### src/sv/ps2m_pkg.sv
// shared types and constants for the ps2 mouse receiver
package ps2m_pkg;

    localparam int GAP_W       = 16;
    localparam int CFG_DATA_W  = 16;
    localparam int CFG_INDEX_W = 1;
    localparam int POS_W       = 4;
    localparam int PKT_IDX_W   = 2;
    localparam int MOVE_W      = 9;

    localparam int MID_DEPTH_DEFAULT = 2;
    localparam int OUT_DEPTH_DEFAULT = 2;

    localparam logic [CFG_INDEX_W-1:0] REG_FRAME_GAP  = 1'd0;
    localparam logic [CFG_INDEX_W-1:0] REG_DECODE_EN  = 1'd1;

    localparam logic [GAP_W-1:0] FRAME_GAP_RESET  = 16'd200;
    localparam logic             DECODE_EN_RESET  = 1'b1;

    localparam logic [POS_W-1:0] POS_START  = 4'd0;
    localparam logic [POS_W-1:0] POS_FIRST  = 4'd1;
    localparam logic [POS_W-1:0] POS_LAST   = 4'd8;
    localparam logic [POS_W-1:0] POS_PARITY = 4'd9;
    localparam logic [POS_W-1:0] POS_STOP   = 4'd10;

    localparam int SYNC_BIT   = 3;
    localparam int X_SIGN_BIT = 4;
    localparam int Y_SIGN_BIT = 5;
    localparam int LEFT_BIT   = 0;
    localparam int RIGHT_BIT  = 1;
    localparam int MIDDLE_BIT = 2;

    localparam logic [PKT_IDX_W-1:0] PKT_FIRST  = 2'd0;
    localparam logic [PKT_IDX_W-1:0] PKT_SECOND = 2'd1;
    localparam logic [PKT_IDX_W-1:0] PKT_THIRD  = 2'd2;

    typedef struct packed {
        logic [7:0] value;
        logic       parity_ok;
    } byte_word_t;

    typedef struct packed {
        logic [7:0]               byte_value;
        logic                     parity_ok;
        logic                     packet_valid;
        logic                     left_button;
        logic                     right_button;
        logic                     middle_button;
        logic signed [MOVE_W-1:0] move_x;
        logic signed [MOVE_W-1:0] move_y;
    } result_t;

endpackage

### src/sv/ps2_mouse_frame_and_packet_receiver.sv
// top level of the ps2 mouse frame and packet receiver
// Each word pushed in is one falling edge of the ps2 clock: the sampled data
// level and the microseconds since the previous edge. The block takes one edge
// every cycle while full is low and processes it in the cycle it is pushed.
// The frame stage hands each completed byte to a byte queue of MID_DEPTH words;
// the packet stage drains it at one byte per cycle into a result queue of
// OUT_DEPTH words unless that queue is full; each byte passes through both
// queues in turn. full rises only when both queues are backed up because
// results are not being popped. A result word is produced for every stop-bit
// edge; packet fields are zero unless packet_valid is set.
module ps2_mouse_frame_and_packet_receiver #(
    parameter int MID_DEPTH = ps2m_pkg::MID_DEPTH_DEFAULT,
    parameter int OUT_DEPTH = ps2m_pkg::OUT_DEPTH_DEFAULT
) (
    input  logic                              clk,
    input  logic                              rst_n,
    input  logic                              cfg_write,
    input  logic [ps2m_pkg::CFG_INDEX_W-1:0]  cfg_index,
    input  logic [ps2m_pkg::CFG_DATA_W-1:0]   cfg_data,
    input  logic                              push,
    output logic                              full,
    input  logic                              data_bit,
    input  logic [ps2m_pkg::GAP_W-1:0]        gap_us,
    output logic                              empty,
    input  logic                              pop,
    output logic [7:0]                        byte_value,
    output logic                              parity_ok,
    output logic                              packet_valid,
    output logic                              left_button,
    output logic                              right_button,
    output logic                              middle_button,
    output logic signed [ps2m_pkg::MOVE_W-1:0] move_x,
    output logic signed [ps2m_pkg::MOVE_W-1:0] move_y
);

    import ps2m_pkg::*;

    logic [GAP_W-1:0] frame_gap_reg, frame_gap_next;
    logic             byte_push, byte_full, byte_pop, byte_empty;
    byte_word_t       byte_in, byte_out;
    logic             res_push, res_full;
    result_t          res_in, res_out;

    always_comb
    begin
        frame_gap_next = frame_gap_reg;
        if (cfg_write && cfg_index == REG_FRAME_GAP)
        begin
            frame_gap_next = cfg_data[GAP_W-1:0];
        end
    end

    always_ff @(posedge clk or negedge rst_n)
    begin
        if (!rst_n)
        begin
            frame_gap_reg <= FRAME_GAP_RESET;
        end
        else
        begin
            frame_gap_reg <= frame_gap_next;
        end
    end

    ps2m_frame u_frame (
        .clk          (clk),
        .rst_n        (rst_n),
        .frame_gap_us (frame_gap_reg),
        .push         (push),
        .data_bit     (data_bit),
        .gap_us       (gap_us),
        .full         (full),
        .byte_push    (byte_push),
        .byte_word    (byte_in),
        .byte_full    (byte_full)
    );

    ps2m_fifo #(
        .DEPTH  (MID_DEPTH),
        .word_t (byte_word_t)
    ) u_byte_queue (
        .clk   (clk),
        .rst_n (rst_n),
        .push  (byte_push),
        .din   (byte_in),
        .full  (byte_full),
        .pop   (byte_pop),
        .dout  (byte_out),
        .empty (byte_empty)
    );

    ps2m_packet u_packet (
        .clk            (clk),
        .rst_n          (rst_n),
        .cfg_write      (cfg_write),
        .cfg_decode_sel (cfg_index == REG_DECODE_EN),
        .cfg_decode_val (cfg_data[0]),
        .byte_empty     (byte_empty),
        .byte_word      (byte_out),
        .byte_pop       (byte_pop),
        .res_push       (res_push),
        .res_word       (res_in),
        .res_full       (res_full)
    );

    ps2m_fifo #(
        .DEPTH  (OUT_DEPTH),
        .word_t (result_t)
    ) u_result_queue (
        .clk   (clk),
        .rst_n (rst_n),
        .push  (res_push),
        .din   (res_in),
        .full  (res_full),
        .pop   (pop),
        .dout  (res_out),
        .empty (empty)
    );

    assign byte_value    = res_out.byte_value;
    assign parity_ok     = res_out.parity_ok;
    assign packet_valid  = res_out.packet_valid;
    assign left_button   = res_out.left_button;
    assign right_button  = res_out.right_button;
    assign middle_button = res_out.middle_button;
    assign move_x        = res_out.move_x;
    assign move_y        = res_out.move_y;

endmodule

### src/sv/ps2m_fifo.sv
// small first-in first-out queue of words
module ps2m_fifo #(
    parameter int  DEPTH  = 2,
    parameter type word_t = logic
) (
    input  logic  clk,
    input  logic  rst_n,
    input  logic  push,
    input  word_t din,
    output logic  full,
    input  logic  pop,
    output word_t dout,
    output logic  empty
);

    localparam int PTR_W = (DEPTH > 1) ? $clog2(DEPTH) : 1;
    localparam int CNT_W = $clog2(DEPTH + 1);

    word_t              mem_reg [DEPTH];
    logic [PTR_W-1:0]   wr_ptr_reg, wr_ptr_next;
    logic [PTR_W-1:0]   rd_ptr_reg, rd_ptr_next;
    logic [CNT_W-1:0]   count_reg, count_next;
    logic               do_push, do_pop;

    assign full    = (count_reg == CNT_W'(DEPTH));
    assign empty   = (count_reg == '0);
    assign do_push = push && !full;
    assign do_pop  = pop && !empty;
    assign dout    = mem_reg[rd_ptr_reg];

    always_comb
    begin
        wr_ptr_next = wr_ptr_reg;
        rd_ptr_next = rd_ptr_reg;
        count_next  = count_reg;
        if (do_push)
        begin
            wr_ptr_next = (wr_ptr_reg == PTR_W'(DEPTH - 1)) ? '0 : wr_ptr_reg + 1'b1;
        end
        if (do_pop)
        begin
            rd_ptr_next = (rd_ptr_reg == PTR_W'(DEPTH - 1)) ? '0 : rd_ptr_reg + 1'b1;
        end
        if (do_push && !do_pop)
        begin
            count_next = count_reg + 1'b1;
        end
        else if (do_pop && !do_push)
        begin
            count_next = count_reg - 1'b1;
        end
    end

    always_ff @(posedge clk or negedge rst_n)
    begin
        if (!rst_n)
        begin
            wr_ptr_reg <= '0;
            rd_ptr_reg <= '0;
            count_reg  <= '0;
        end
        else
        begin
            wr_ptr_reg <= wr_ptr_next;
            rd_ptr_reg <= rd_ptr_next;
            count_reg  <= count_next;
        end
    end

    always_ff @(posedge clk)
    begin
        if (do_push)
        begin
            mem_reg[wr_ptr_reg] <= din;
        end
    end

endmodule

### src/sv/ps2m_frame.sv
// front end: bit framing of ps2 edges into bytes with parity flag
module ps2m_frame (
    input  logic                       clk,
    input  logic                       rst_n,
    input  logic [ps2m_pkg::GAP_W-1:0] frame_gap_us,
    input  logic                       push,
    input  logic                       data_bit,
    input  logic [ps2m_pkg::GAP_W-1:0] gap_us,
    output logic                       full,
    output logic                       byte_push,
    output ps2m_pkg::byte_word_t       byte_word,
    input  logic                       byte_full
);

    import ps2m_pkg::*;

    logic [POS_W-1:0] bit_pos_reg, bit_pos_next;
    logic [7:0]       shift_reg, shift_next;
    logic             parity_reg, parity_next;
    logic [POS_W-1:0] pos;
    logic [2:0]       bit_idx;
    logic             accept;
    logic             emit;

    assign full    = byte_full;
    assign accept  = push && !byte_full;
    assign pos     = (gap_us > frame_gap_us) ? POS_START : bit_pos_reg;
    assign bit_idx = 3'(pos - POS_FIRST);
    assign emit    = (pos >= POS_STOP);

    assign byte_push           = accept && emit;
    assign byte_word.value     = shift_reg;
    assign byte_word.parity_ok = parity_reg;

    always_comb
    begin
        bit_pos_next = bit_pos_reg;
        shift_next   = shift_reg;
        parity_next  = parity_reg;
        if (accept)
        begin
            bit_pos_next = pos;
            if (pos == POS_START)
            begin
                if (!data_bit)
                begin
                    shift_next   = '0;
                    parity_next  = 1'b0;
                    bit_pos_next = POS_FIRST;
                end
            end
            else if (pos <= POS_LAST)
            begin
                shift_next[bit_idx] = data_bit;
                parity_next         = parity_reg ^ data_bit;
                bit_pos_next        = pos + 1'b1;
            end
            else if (pos == POS_PARITY)
            begin
                parity_next  = parity_reg ^ data_bit;
                bit_pos_next = POS_STOP;
            end
            else
            begin
                bit_pos_next = POS_START;
            end
        end
    end

    always_ff @(posedge clk or negedge rst_n)
    begin
        if (!rst_n)
        begin
            bit_pos_reg <= POS_START;
            shift_reg   <= '0;
            parity_reg  <= 1'b0;
        end
        else
        begin
            bit_pos_reg <= bit_pos_next;
            shift_reg   <= shift_next;
            parity_reg  <= parity_next;
        end
    end

endmodule

### src/sv/ps2m_packet.sv
// back end: assembles bytes into three-byte mouse packets
module ps2m_packet (
    input  logic                 clk,
    input  logic                 rst_n,
    input  logic                 cfg_write,
    input  logic                 cfg_decode_sel,
    input  logic                 cfg_decode_val,
    input  logic                 byte_empty,
    input  ps2m_pkg::byte_word_t byte_word,
    output logic                 byte_pop,
    output logic                 res_push,
    output ps2m_pkg::result_t    res_word,
    input  logic                 res_full
);

    import ps2m_pkg::*;

    logic                 decode_en_reg, decode_en_next;
    logic [PKT_IDX_W-1:0] pkt_idx_reg, pkt_idx_next;
    logic [7:0]           store0_reg, store0_next;
    logic [7:0]           store1_reg, store1_next;
    logic                 take;
    logic [7:0]           b;

    assign take     = !byte_empty && !res_full;
    assign byte_pop = take;
    assign res_push = take;
    assign b        = byte_word.value;

    always_comb
    begin
        decode_en_next = decode_en_reg;
        pkt_idx_next   = pkt_idx_reg;
        store0_next    = store0_reg;
        store1_next    = store1_reg;

        res_word            = '0;
        res_word.byte_value = b;
        res_word.parity_ok  = byte_word.parity_ok;

        if (cfg_write && cfg_decode_sel)
        begin
            decode_en_next = cfg_decode_val;
            if (!cfg_decode_val)
            begin
                pkt_idx_next = PKT_FIRST;
            end
        end

        if (take)
        begin
            if (!decode_en_reg)
            begin
                pkt_idx_next = PKT_FIRST;
            end
            else if (pkt_idx_reg == PKT_FIRST && !b[SYNC_BIT])
            begin
                pkt_idx_next = PKT_FIRST;
            end
            else if (pkt_idx_reg == PKT_FIRST)
            begin
                store0_next  = b;
                pkt_idx_next = PKT_SECOND;
            end
            else if (pkt_idx_reg == PKT_SECOND)
            begin
                store1_next  = b;
                pkt_idx_next = PKT_THIRD;
            end
            else
            begin
                pkt_idx_next           = PKT_FIRST;
                res_word.packet_valid  = 1'b1;
                res_word.left_button   = store0_reg[LEFT_BIT];
                res_word.right_button  = store0_reg[RIGHT_BIT];
                res_word.middle_button = store0_reg[MIDDLE_BIT];
                res_word.move_x        = {store0_reg[X_SIGN_BIT], store1_reg};
                res_word.move_y        = {store0_reg[Y_SIGN_BIT], b};
            end
        end
    end

    always_ff @(posedge clk or negedge rst_n)
    begin
        if (!rst_n)
        begin
            decode_en_reg <= DECODE_EN_RESET;
            pkt_idx_reg   <= PKT_FIRST;
        end
        else
        begin
            decode_en_reg <= decode_en_next;
            pkt_idx_reg   <= pkt_idx_next;
        end
    end

    always_ff @(posedge clk)
    begin
        store0_reg <= store0_next;
        store1_reg <= store1_next;
    end

endmodule
### config.mk
export PLATFORM = sky130hd
export DESIGN_NAME = ps2_mouse_frame_and_packet_receiver
export DESIGN_NICKNAME = d
export VERILOG_FILES = /design/src/sv/ps2m_pkg.sv /design/src/sv/ps2_mouse_frame_and_packet_receiver.sv /design/src/sv/ps2m_fifo.sv /design/src/sv/ps2m_frame.sv /design/src/sv/ps2m_packet.sv
export SDC_FILE = /design/constraint.sdc
export NUM_CORES = 1
export LEC_CHECK = 0
export BUFFER_PORTS_ARGS = -buffer_cell sky130_fd_sc_hd__buf_2
export CAP_MARGIN = 20
export CORE_MARGIN = 5
export CORE_UTILIZATION = 55
export DETAILED_ROUTE_END_ITERATION = 12
export PLACE_DENSITY = 0.82
export SLEW_MARGIN = 20
export SYNTH_ARGS = -nofsm -noshare
export SYNTH_HDL_FRONTEND = slang
export SYNTH_SLANG_ARGS = --single-unit
### constraint.sdc
create_clock -name clk -period 9.8 [get_ports clk]
set_clock_uncertainty 0.1 [all_clocks]
set_input_delay 0.98 -clock clk [delete_from_list [all_inputs] [get_ports clk]]
set_output_delay 0.98 -clock clk [all_outputs]
set_load 0.005 [all_outputs]
== Yosys cells after proc, flatten, opt, wreduce, memory -nomap -nowiden ==
Memories as Yosys holds them, arrays and structs flattened.
Cells that the tools add are included.
Storage, ports and cells
  register bits after elaboration: 54
  input bits: 39
  output and inout port bits: 33
  memories: 2
  word-level logic and storage cells: 118
  bits in writable memories: 80
Memory list
  u_result_queue.mem_reg: depth 2, bits a word 31, rd ports 1, clocked after memory_dff 0, wr ports 1, line ps2m_fifo.sv:19  | word_t mem_reg [DEPTH];
  u_byte_queue.mem_reg: depth 2, bits a word 9, rd ports 1, clocked after memory_dff 0, wr ports 1, line ps2m_fifo.sv:19
Cells by class
  equal/unequal tests: 6
  reductions and logical operators: 38
  bitwise gates (word level): 4
  $add $sub $neg: 10
  $lt $le $gt $ge: 5
  mux-type cells: 39
Operator list (count)
  $mux 22: 5
  $mux 8: 3
  $mux 2: 11
  $mux 4: 5
  $gt 16x16->1: 1
  $logic_and 1x1->1: 15
  $mux 1: 13
  $logic_not 1->1: 9
  $bwmux 8: 1
  $reduce_bool 2->1: 4
  $logic_not 2->1: 3
  $reduce_and 3->1: 2
  $reduce_and 5->1: 1
  $add 1x1->1 const B: 4
  $add 2x1->2 const B: 2
  $add 4x1->4 const B: 1
  $eq 2x2->1 const B: 2
  $eq 4x4->1 const B: 1
  $ge 4x4->1 const B: 1
  $le 4x4->1 const B: 1
  $logic_not 4->1: 1
  $lt 3x4->1 const B: 1
  $reduce_and 4->1: 1
  $sub 2x1->2 const B: 2
  other kinds (10): 12

== Longest topological paths before layout ==
Gate-level depths: netlist (run 1).
  word-level depth: 10
  depth in mapped cells: 15
  mapped depth without buffers: 14

== By module ==
From an unflattened synthesis (run 1), not the netlist that was laid out.
Unflattened totals
  cell total of the unflattened synthesis: 461
  area, all modules: 6541.3 um^2
By module, submodules not included
  ps2m_fifo at u_result_queue: sequential area each 1961.9 um^2, area each 2587.5 um^2, times used 1, cells an instance 116
  ps2m_frame: sequential area each 325.3 um^2, area each 1636.6 um^2, times used 1, cells an instance 200
  ps2m_fifo at u_byte_queue: sequential area each 640.6 um^2, area each 853.3 um^2, times used 1, cells an instance 47
  ps2m_packet: sequential area each 466.7 um^2, area each 797.0 um^2, times used 1, cells an instance 63
  ps2_mouse_frame_and_packet_receiver: sequential area each 404.1 um^2, area each 666.9 um^2, times used 1, cells an instance 35

== Worst setup path after synthesis (run 1) ==
Ideal clock, no wire load.
  kind: input to register
  start: in gap_us[5] in the netlist's numbering
  end: reg u_frame.shift_reg[4]
  required time: 9.576 ns
  library setup time: 0.124 ns
  slack: 6.054 ns
  buffers on the path: 1
  arrival: 3.522 ns
  stages: 14
  cell sequence: ha_1 -> a21oi_2 -> o21ai_1 -> a2111oi_4 -> a31o_1 -> buf_2 -> nand2_1 -> ha_1 -> nand2_1 -> a31o_2 -> a41o_2 -> o211ai_1 -> a21o_1 -> a211o_1
On the way
  word-level cells in the longest chain between the ends: 10
  elaborated cells on any way between the ends: 16
  those cells by class: add/sub: 1; order compare: 4; eq/ne: 1; mux: 6; reduce/logical: 4
Ends and longest elaborated chain
  from (decl): line ps2_mouse_frame_and_packet_receiver.sv:23  | input logic [ps2m_pkg::GAP_W-1:0] gap_us,
  $gt 16x16->1 (*): line ps2m_frame.sv:27  | assign pos = (gap_us > frame_gap_us) ? POS_START : bit_pos_reg;
  $mux 4 (*): line ps2m_frame.sv:27
  $sub 3x1->3: line ps2m_frame.sv:28  | assign bit_idx = 3'(pos - POS_FIRST);
  $lt 3x4->1 (implied by the code) or $ge 3x1->1 (tied branches): line ps2m_frame.sv:54  | shift_next[bit_idx] = data_bit;
  $logic_and 1x1->1 (implied by the code): line ps2m_frame.sv:54
  $mux 1 (implied by the code): line ps2m_frame.sv:54
  $demux 1 s3
  $bwmux 8: line ps2m_frame.sv:54
  $mux 8: line ps2m_frame.sv:52  | else if (pos <= POS_LAST)
  $mux 8: line ps2m_frame.sv:43  | if (pos == POS_START)
  to (signal assigned): line ps2m_frame.sv:81  | shift_reg <= shift_next;
  to (decl): line ps2m_frame.sv:18  | logic [7:0] shift_reg, shift_next;
Mark *: on every way between the ends. The rest lies on a longest branch, timed or not. The select of a mux whose other input is x is not followed.
A chain may end at the register's enable or synchronous reset.

== Worst setup path in the final report (run 1) ==
  start: in gap_us[13] in the netlist's numbering
  end: reg u_frame.shift_reg[4]
Same word-level chain as after synthesis.

==> results.json, run 1 <==
{
  "status": "complete, no violations",
  "rsz0062_at_grt": "no",
  "clkLatencyLatePin_ns": 0.51,
  "ant_nets": 0,
  "layout-drive-gt1-share": 0.309,
  "yosys_most_used_dff": "edfxtp_1",
  "max_clock_freq_ghz": 0.244,
  "wl_um": 11100,
  "ys_seq_area_frac": 0.636,
  "crit_required_ns": 10.15,
  "grt_max_degree": 41,
  "hold_ws_ns": 0.393,
  "first_pass_iters": 4,
  "clkPwrFrac": 0.274,
  "crit_type": "primary input to flop",
  "worstPathArrival_ns": 4.44,
  "seq_power_share": 0.426,
  "grt_pass1_vias": 3777,
  "switchingPower_mw": 0.686,
  "setup_viol": 0,
  "ff_latch_area_um2": 3800,
  "io_pins": 72,
  "die_h_um": 114,
  "drv_cap": 0,
  "synthesis.nets": 506,
  "nets": 584,
  "final_core_util": 0.652,
  "cts_tree": "built",
  "cts_setup_buffers": 0,
  "first_iter_violations": 182,
  "hold_viol_final": 0,
  "post-route-period-util": 0.418,
  "numCtsBuffers": 17,
  "yosysTopAreaCellShare": 0.468,
  "route.vias.total": 3742,
  "die_area_um2": 13000,
  "rows": 38,
  "fin_cells": 677,
  "yosys_register_bits": 133,
  "gp_congestion": 0.853,
  "syn_area_per_cell_um2": 13.4,
  "vdd_drop_max_v": 0.000178,
  "tightest_slew_ns": 1.01,
  "largest_reg_flops": 62,
  "grt-ovfl-total": 0,
  "synth_area_um2": 5970,
  "p_leak_nw": 2.84,
  "relSlewSlack": 0.325,
  "antenna_cells": 0,
  "grt_pass1_wl_um": 18300,
  "critPathCaptureType": "flop",
  "hpwlAfterDp_um": 7480,
  "p_comb_frac": 0.301,
  "h-tree-depth": 4,
  "clk_pin_slew_worst_paths_ns": 0.06,
  "synthCells": 446,
  "syn_to_final_growth_pct": 17.4,
  "drc": 0,
  "fin_tns_setup_ns": 0,
  "initial_core_util": 0.556,
  "wl_per_cell_um": 16.4,
  "cp_max_fo": 16,
  "min_period_ns": 4.09,
  "viasPerCell": 5.53,
  "multi_input_area_um2": 1950,
  "synth_area_leaders": "edfxtp_1 47%, dfrtp_1 15%, mux2_2 7.7%, ha_1 4.4%, nand2_1 2.8%",
  "placement.io_buffers": 71,
  "postCtsHoldBufs": 0,
  "clock_path_buffers": 2,
  "synthArstFlopShare": 0.301,
  "cts_resized": 0,
  "cts.sinks": 133,
  "synth_edf_count": 93,
  "report.power.total_mw": 2.17,
  "fill_cells": 800,
  "start_kind": "primary input",
  "synth_cell_types": 55,
  "die-width_um": 114,
  "core_um2": 10700,
  "intPower_mw": 1.49,
  "cts_root_buf": "clkbuf_8",
  "holdCritPathClass": "flop to flop",
  "synth_area_leader_cell": "edfxtp_1",
  "globalRouteTotalUtil": 0.181,
  "place_inst": 645,
  "ys_warn_count": 0,
  "antenna_found_initial": 0,
  "p_sw_frac": 0.315,
  "finalMaxSlewViolations": 0,
  "p_per_area_nw_per_um2": 310
}
## cell families (layout without fill, tap and decap cells)
group / count (synthesis) / in the layout / share of synthesized area
AOI/OAI and AO/OA: 77 / 77 / 0.0880
xor gates and xnor gates: 11 / 11 / 0.0161
adders and majority gates: 21 / 21 / 0.0440
buffers and inverters: 50 / 141 / 0.0390
DFF: 133 / 133 / 0.636
muxes: 43 / 43 / 0.0807
and+or+nand+nor: 111 / 111 / 0.0960
## stage by stage
stage | setup slack [ns] | cell area (um^2)
final | 5.71 | 7010
after global routing | 5.59 | 7010
after CTS | 5.83 | 7010
after detailed placement | 5.32 | 6440
after global placement | 5.49 | 6430
after floorplan | 6.05 | 5970
## cell usage in the layout, fill, tap and decap left out, types with 2 or more instances in the layout
cell        n
edfxtp_1   93
buf_2      72
nand2_1    44
mux2_2     41
dfrtp_1    36
inv_1      33
o21ai_0    29
ha_1       21
and2_1     16
clkbuf_16  16
nor2_1     13
nor3_1     10
a21oi_1     8
nor2b_1     7
o211ai_1    6
xnor2_1     6
clkinv_4    6
o21ai_1     5
xor2_1      5
nand3_1     4
nand4_1     4
dfstp_2     4
buf_4       4
o21bai_1    3
o221ai_1    3
clkinv_2    3
mux2i_1     2
nand2b_1    2
or3_1       2
o211a_1     2
a211o_1     2
o31ai_1     2
o311ai_1    2
bufinv_16   2
inv_6       2
## power groups by stage
stage / sequential (mW) / clock [mW] / combinational (mW)
2_1_floorplan: 0.899 / 0 / 0.473
3_3_place_gp: 0.921 / 0 / 0.633
3_5_place_dp: 0.934 / 0 / 0.648
4_1_cts: 0.927 / 0.607 / 0.659
5_1_grt: 0.946 / 0.635 / 0.717
6_report: 0.926 / 0.595 / 0.653
## critical path, stage by stage
cell and delay [ns]:
buf_2 0.10, ha_1 0.34, nand4_4 0.15, nor4_4 0.41
o21ai_2 0.14, a31o_1 0.35, nand2_1 0.23, ha_1 0.53
nand2_1 0.21, a31o_2 0.28, a41o_2 0.23, o211ai_1 0.20
a21o_1 0.16, a211o_1 0.13
## Yosys cell counts (4+ instances only)
library cell,n
clkbuf_8,4
o21ai_1,5
inv_1,33
and2_1,16
nand3_1,4
dfrtp_1,36
nand4_1,4
nor2b_1,8
a21oi_1,8
xor2_1,5
dfstp_2,4
mux2_2,41
o211ai_1,6
nor3_1,10
clkbuf_1,8
edfxtp_1,93
o21ai_0,29
nor2_1,14
ha_1,21
xnor2_1,6
nand2_1,44
## routing by layer
metal / track usage / up-vias / routed length (um)
met5: 0 / - / 0
met4: 0.0515 / 0 / 83
met3: 0.0608 / 16 / 558
met2: 0.311 / 115 / 5810
met1: 0.216 / 1831 / 4680
li1: - / 1780 / -
## layout make-up
class	instances	area share
multi-input cells	263	0.278
repair buffers	76	0.0557
clock inverters	15	0.0223
inverters	33	0.0177
flip-flops and latches	133	0.542
well taps	140	0.0250
clock buffers	17	0.0591
## final timing paths
path / start / depth (start not counted) / endpoint / slack, ns
min in group asynchronous: rst_n / 1 / frame_gap_reg[11] / 0.49
setup reg to reg: frame_gap_reg[7] / 14 / u_frame.shift_reg[4] / 5.78
hold reg to reg: u_byte_queue.wr_ptr_reg / 1 / u_byte_queue.wr_ptr_reg / 0.39
max in group asynchronous: rst_n / 1 / u_frame.shift_reg[0] / 8.53
setup / recovery: gap_us[13] / 14 / u_frame.shift_reg[4] / 5.71
hold / removal: u_byte_queue.wr_ptr_reg / 1 / u_byte_queue.wr_ptr_reg / 0.39
(Power assumes the default switching activity.)
==> run 2: changes to the inputs <==
--- a/config.mk
+++ b/config.mk
@@ -5,6 +5,7 @@
 export SDC_FILE = /design/constraint.sdc
 export NUM_CORES = 1
 export LEC_CHECK = 0
+export ABC_AREA = 1
 export BUFFER_PORTS_ARGS = -buffer_cell sky130_fd_sc_hd__buf_2
 export CAP_MARGIN = 20
 export CORE_MARGIN = 5
==> constraint.sdc (replaced) <==
create_clock -name clk -period 4 [get_ports clk]
set_clock_uncertainty 0.1 [all_clocks]
set_input_delay 0.4 -clock clk [delete_from_list [all_inputs] [get_ports clk]]
set_output_delay 0.4 -clock clk [all_outputs]
set_load 0.005 [all_outputs]
==> results.json, run 2 <==
{
  "status": "complete, no violations",
  "yosysTopAreaCellShare": 0.476,
  "max_clock_freq_ghz": 0.331,
  "io_pins": 72,
  "numCtsBuffers": 17,
  "fin_cells": 805,
  "ys_warn_count": 0,
  "reg2reg_depth": 20,
  "min_to": "frame_gap_reg[4]",
  "drv_cap": 0,
  "largest_reg_flops": 62,
  "mostFrequentLayoutCells": "179 x nand2_1, 93 x edfxtp_1, 75 x inv_1",
  "clkLatencyLatePin_ns": 0.52,
  "core_um2": 10400,
  "rsz0062_at_grt": "no",
  "h-tree-depth": 4,
  "vdd_drop_max_v": 0.000374,
  "p_leak_nw": 3.34,
  "rr_endpoint": "u_frame.shift_reg[0]",
  "cp_max_fo": 8,
  "place_inst": 772,
  "drc": 0,
  "synth_commonest_cells": "179 x nand2_1, 93 x edfxtp_1, 75 x inv_1",
  "syn_to_final_growth_pct": 18.1,
  "cts_root_buf": "clkbuf_8",
  "die_h_um": 113,
  "rows": 37,
  "tightest_slew_ns": 1.01,
  "ant_nets": 0,
  "synthesis.nets": 634,
  "cts_tree": "built",
  "synth_area_leaders": "edfxtp_1 48%, dfrtp_1 15%, nand2_1 11%, inv_1 4.8%, ha_1 4.5%",
  "synthArstFlopShare": 0.301,
  "holdCritPathClass": "primary input to flop",
  "relSlewSlack": 0.324,
  "synth_area_leader_cell": "edfxtp_1",
  "hold_depth": 3,
  "postPlaceCellArea_um2": 6370,
  "hpwlAfterDp_um": 7740,
  "synth_edf_count": 93,
  "critPathCaptureType": "flop",
  "yosysMostFrequentCell": "nand2_1",
  "hold_viol_final": 0,
  "antenna_found_initial": 0,
  "antenna_cells": 0,
  "p_per_area_nw_per_um2": 757,
  "worstPathArrival_ns": 3.33,
  "crit_type": "flop to flop",
  "first_pass_iters": 4,
  "synthCells": 574,
  "synth_area_um2": 5870,
  "wl_per_cell_um": 13.7,
  "synth_cell_types": 32,
  "route.vias.total": 4044,
  "die_area_um2": 12800,
  "clk_pin_slew_worst_paths_ns": 0.06,
  "initial_core_util": 0.566,
  "grt-ovfl-total": 0,
  "final_core_util": 0.669,
  "placement.io_buffers": 71,
  "finalMaxSlewViolations": 0,
  "regToRegStartpoint": "frame_gap_reg[7]",
  "min_period_ns": 3.02,
  "viasPerCell": 5.02,
  "setup_viol": 0,
  "grt_pass1_vias": 4191,
  "ff2ff_setup_slack_ns": 0.98,
  "layout_commonest_cell": "nand2_1",
  "first_iter_violations": 241,
  "grt_max_degree": 41,
  "start_kind": "flop",
  "clock_path_buffers": 2,
  "final_area_um2": 6930,
  "nets": 716,
  "post-route-period-util": 0.756,
  "die-width_um": 113,
  "globalRouteTotalUtil": 0.187,
  "cts.sinks": 133,
  "syn_area_per_cell_um2": 10.2,
  "crit_required_ns": 4.30,
  "grt_pass1_wl_um": 19100,
  "yosys_most_used_dff": "edfxtp_1",
  "wl_um": 11100,
  "fin_tns_setup_ns": 0,
  "ys_seq_area_frac": 0.647,
  "cts_setup_buffers": 0,
  "gp_congestion": 0.813,
  "min_from": "cfg_data[4]",
  "yosys_register_bits": 133,
  "layout-drive-gt1-share": 0.199
}
[run 2: cell types whose count changed after synthesis, moves of 9 or more]
cell,delta
o21ai_0,-11
nor2_1,+39
nand2_1,+135
nor3_1,-9
a21oi_1,+16
and2_1,-16
nand4_1,+9
mux2_2,-41
inv_1,+42
[run 2: logic make-up (layout without fill, tap and decap cells)]
family | Yosys count | after routing | share of synthesized area
AND/OR/NAND/NOR | 273 | 273 | 0.193
flip-flops | 133 | 133 | 0.647
buffers and inverters | 90 | 185 | 0.0590
AO/OA/AOI/OAI | 49 | 49 | 0.0448
adder cells (fa/ha/maj) | 21 | 21 | 0.0447
XOR/XNOR | 8 | 8 | 0.0119
[run 2: routing by layer]
layer | part of all wire | wire length, um | track usage | up-vias
met5 | 0 | 0 | 0 | -
met4 | 0.0086 | 95 | 0.0897 | 0
met3 | 0.051 | 564 | 0.0390 | 8
met2 | 0.53 | 5840 | 0.329 | 105
met1 | 0.41 | 4560 | 0.218 | 1894
li1 | - | - | - | 2037
[run 2: worst max path at each step]
stage,startpoint,endpoint,slack [ns],cells after the start
2_1_floorplan,frame_gap_reg[7],u_frame.shift_reg[0],1.40,20
3_3_place_gp,frame_gap_reg[7],u_frame.shift_reg[3],1.08,20
3_5_place_dp,frame_gap_reg[7],u_frame.shift_reg[2],1.02,20
4_1_cts,frame_gap_reg[7],u_frame.shift_reg[0],0.97,20
5_1_grt,frame_gap_reg[7],u_frame.shift_reg[0],0.63,20
6_report,frame_gap_reg[7],u_frame.shift_reg[0],0.98,20
[run 2: timing repair]
| action | CTS | global route |
|---|---|---|
| hold endpoints to repair | 36 | 0 |
| hold buffers | 1 | 0 |
| setup endpoints to repair | 0 | 0 |
| gates resized for setup | 0 | 0 |
[run 2: metrics by stage]
step	setup slack [ns]	total power, mW	hold slack (ns)
2_1_floorplan	1.40	3.27	0.00441
3_3_place_gp	1.08	3.78	0.364
3_5_place_dp	1.02	3.86	0.372
4_1_cts	0.972	5.30	0.00533
5_1_grt	0.629	5.61	0.0326
6_report	0.977	5.25	0.0315
[run 2: cell type report]
cell class	count	area [um^2]
inverter	77	289
sequential	133	3800
clock inverter	15	134
multi-input combinational	351	1730
clock buffer	17	414
fill	766	3440
tap	136	170
timing repair buffer	76	395
[run 2: report_power, final]
part / internal (mW) / switching (mW)
clock network: 0.788 / 0.635
logic: 0.549 / 1.05
registers: 2.05 / 0.180
total: 3.38 / 1.86
[run 2: worst max-delay path, cell delays in order, from the launching register on]
cell and delay (ns):
dfstp_2 0.51, inv_1 0.05, ha_1 0.29, nand2_1 0.08, nor2_1 0.14, nand2_1 0.07
nand2_1 0.05, nand2_1 0.05, nand2_1 0.09, nand2_2 0.13, nand2_1 0.24, ha_1 0.35
nand2_1 0.11, nand3_2 0.12, nand2_1 0.08, inv_1 0.08, nand2_1 0.06, inv_2 0.12
nand2_1 0.08, nand2_1 0.06, nand2_1 0.05
==> run 3: changes to the inputs <==
--- a/config.mk
+++ b/config.mk
@@ -5,13 +5,13 @@
 export SDC_FILE = /design/constraint.sdc
 export NUM_CORES = 1
 export LEC_CHECK = 0
-export ABC_AREA = 1
+export ABC_AREA = 0
 export BUFFER_PORTS_ARGS = -buffer_cell sky130_fd_sc_hd__buf_2
 export CAP_MARGIN = 20
 export CORE_MARGIN = 5
-export CORE_UTILIZATION = 55
+export CORE_UTILIZATION = 52
 export DETAILED_ROUTE_END_ITERATION = 12
-export PLACE_DENSITY = 0.82
+export PLACE_DENSITY = 0.81
 export SLEW_MARGIN = 20
 export SYNTH_ARGS = -nofsm -noshare
 export SYNTH_HDL_FRONTEND = slang
==> constraint.sdc (replaced) <==
create_clock -name clk -period 2.75 [get_ports clk]
set_clock_uncertainty 0.1 [all_clocks]
set_input_delay 0.275 -clock clk [delete_from_list [all_inputs] [get_ports clk]]
set_output_delay 0.275 -clock clk [all_outputs]
set_load 0.005 [all_outputs]
==> results.json, run 3 (synthesized netlist as in run 1, its figures left out) <==
{
  "drc": 0,
  "wl_um": 15200,
  "clock_path_buffers": 2,
  "io_pins": 72,
  "vdd_drop_max_v": 0.000629,
  "viasPerCell": 5.61,
  "globalRouteTotalUtil": 0.221,
  "hold_depth": 2,
  "antenna_cells": 0,
  "worstPathArrival_ns": 3.50,
  "grt_max_degree": 41,
  "min_period_ns": 3.27,
  "clkLatencyLatePin_ns": 0.42,
  "cp_slowest_cell": "dfstp_2",
  "setup_ws_ns": -0.522,
  "min_from": "cfg_data[0]",
  "relSlewSlack": 0.376,
  "start_kind": "flop",
  "grt_pass1_vias": 4427,
  "crit_type": "flop to flop",
  "tightest_slew_ns": 0.936,
  "p_per_area_nw_per_um2": 1080,
  "final_area_um2": 8140,
  "fill_cells": 709,
  "max_clock_freq_ghz": 0.306,
  "drv_cap": 0,
  "post-route-period-util": 1.19,
  "crit_required_ns": 2.97,
  "postPlaceCellArea_um2": 6810,
  "multi_input_area_um2": 2290,
  "rows": 39,
  "h-tree-depth": 4,
  "grt_pass1_wl_um": 22800,
  "cp_common_cell": "nand2_4",
  "nets": 669,
  "largest_reg_flops": 62,
  "grt-ovfl-total": 0,
  "critPathCaptureType": "flop",
  "core_um2": 11300,
  "initial_core_util": 0.527,
  "finalMaxSlewViolations": 0,
  "numCtsBuffers": 17,
  "mostFrequentLayoutCells": "93 x edfxtp_1, 71 x buf_2, 61 x buf_4",
  "fin_cells": 765,
  "holdCritPathClass": "primary input to flop",
  "violations": "negative setup slack",
  "first_iter_violations": 406,
  "gp_congestion": 0.841,
  "regToRegStartpoint": "frame_gap_reg[6]",
  "cts_tree": "built",
  "status": "finished with violations",
  "ff_latch_area_um2": 3800,
  "worst-path-buf-inv": 3,
  "die_h_um": 117,
  "die-width_um": 117,
  "die_area_um2": 13700,
  "crit_path_max_incr_delay_ns": 0.53,
  "rr_endpoint": "u_frame.shift_reg[0]",
  "placement.io_buffers": 71,
  "path_delay_family": "compound AO/OA/AOI/OAI gates",
  "min_to": "u_packet.decode_en_reg",
  "antenna_found_initial": 0,
  "first_pass_iters": 5,
  "ff2ff_setup_slack_ns": -0.52,
  "syn_to_final_growth_pct": 36.4,
  "setup_viol": 23,
  "ant_nets": 0,
  "hpwlAfterDp_um": 8150,
  "worstPathCellList": "inv_2, ha_4, nand2_4, nor4_4, o21ai_2, a31o_4, nand2_4, ha_4, buf_6, nand2_4, a31o_4, a41o_2, o211ai_1, buf_4, nand2_1, o211ai_1",
  "layout-drive-gt1-share": 0.457,
  "wl_per_cell_um": 19.9,
  "hold_viol_final": 0,
  "layout_commonest_cell": "edfxtp_1",
  "cts_root_buf": "clkbuf_16",
  "rsz0062_at_grt": "yes",
  "reg2reg_depth": 16,
  "clk_pin_slew_worst_paths_ns": 0.06,
  "cp_max_fo": 4,
  "cts.sinks": 133,
  "p_leak_nw": 3.33,
  "place_inst": 682,
  "route.vias.total": 4289
}
[run 3: power by group]
part / switching (mW) / internal, mW
Combinational: 1.66 / 1.49
Sequential: 0.357 / 2.99
Clock: 0.827 / 1.50
[run 3: repair_timing]
item | 4_1_cts | 5_1_grt
pin swaps | 14 | 21
setup buffers | 32 | 8
gates resized for setup | 35 | 35
cloned | 0 | 1
hold buffers | 15 | 0
setup endpoints to repair | 33 | 34
hold endpoints to repair | 50 | 0
[run 3: worst max-delay path by stage]
stage	start	to	slack, ns	depth (start not counted)
2_1_floorplan	frame_gap_reg[7]	u_frame.parity_reg	-0.15	15
3_3_place_gp	gap_us[13]	u_frame.shift_reg[4]	-0.24	11
3_5_place_dp	gap_us[14]	u_frame.shift_reg[2]	-0.40	15
4_1_cts	frame_gap_reg[8]	u_frame.shift_reg[2]	-0.26	16
5_1_grt	frame_gap_reg[6]	u_frame.shift_reg[0]	-0.62	16
6_report	frame_gap_reg[6]	u_frame.shift_reg[0]	-0.52	16
[run 3: final cells by class]
class / count / area share
Clock buffer: 17 / 0.0523
Clock inverter: 15 / 0.0231
Inverter: 33 / 0.0152
Multi-Input combinational cell: 263 / 0.281
Sequential cell: 133 / 0.467
Tap cell: 143 / 0.0220
Timing Repair Buffer: 161 / 0.140
[run 3: layer usage]
metal,share of wire,up-vias,track usage
met5,0,-,0
met4,0.052,0,0.109
met3,0.067,72,0.0638
met2,0.51,220,0.384
met1,0.37,2051,0.250
li1,-,1946,-
[run 3: worst reg2reg max path, stage by stage, from the launching register on]
cell and delay [ns]:
dfstp_2 0.53, inv_2 0.06, ha_4 0.29, nand2_4 0.06, nor4_4 0.34, o21ai_2 0.13, a31o_4 0.27, nand2_4 0.09
ha_4 0.16, buf_6 0.11, nand2_4 0.05, a31o_4 0.21, a41o_2 0.23, o211ai_1 0.16, buf_4 0.20, nand2_1 0.08
o211ai_1 0.11
[run 3: through the flow]
stage | hold slack, ns | power [mW] | utilization | setup TNS, ns | setup WS (ns)
3_3_place_gp | 0.358 | 5.83 | 0.601 | -3.81 | -0.245
2_1_floorplan | -0.121 | 4.95 | - | -1.05 | -0.153
4_1_cts | 0.00374 | 8.56 | 0.704 | -2.33 | -0.258
3_5_place_dp | 0.360 | 5.94 | 0.602 | -6.48 | -0.399
6_report | 0.0320 | 8.83 | 0.719 | -5.64 | -0.522
5_1_grt | 0.0386 | 9.27 | 0.719 | -7.48 | -0.619
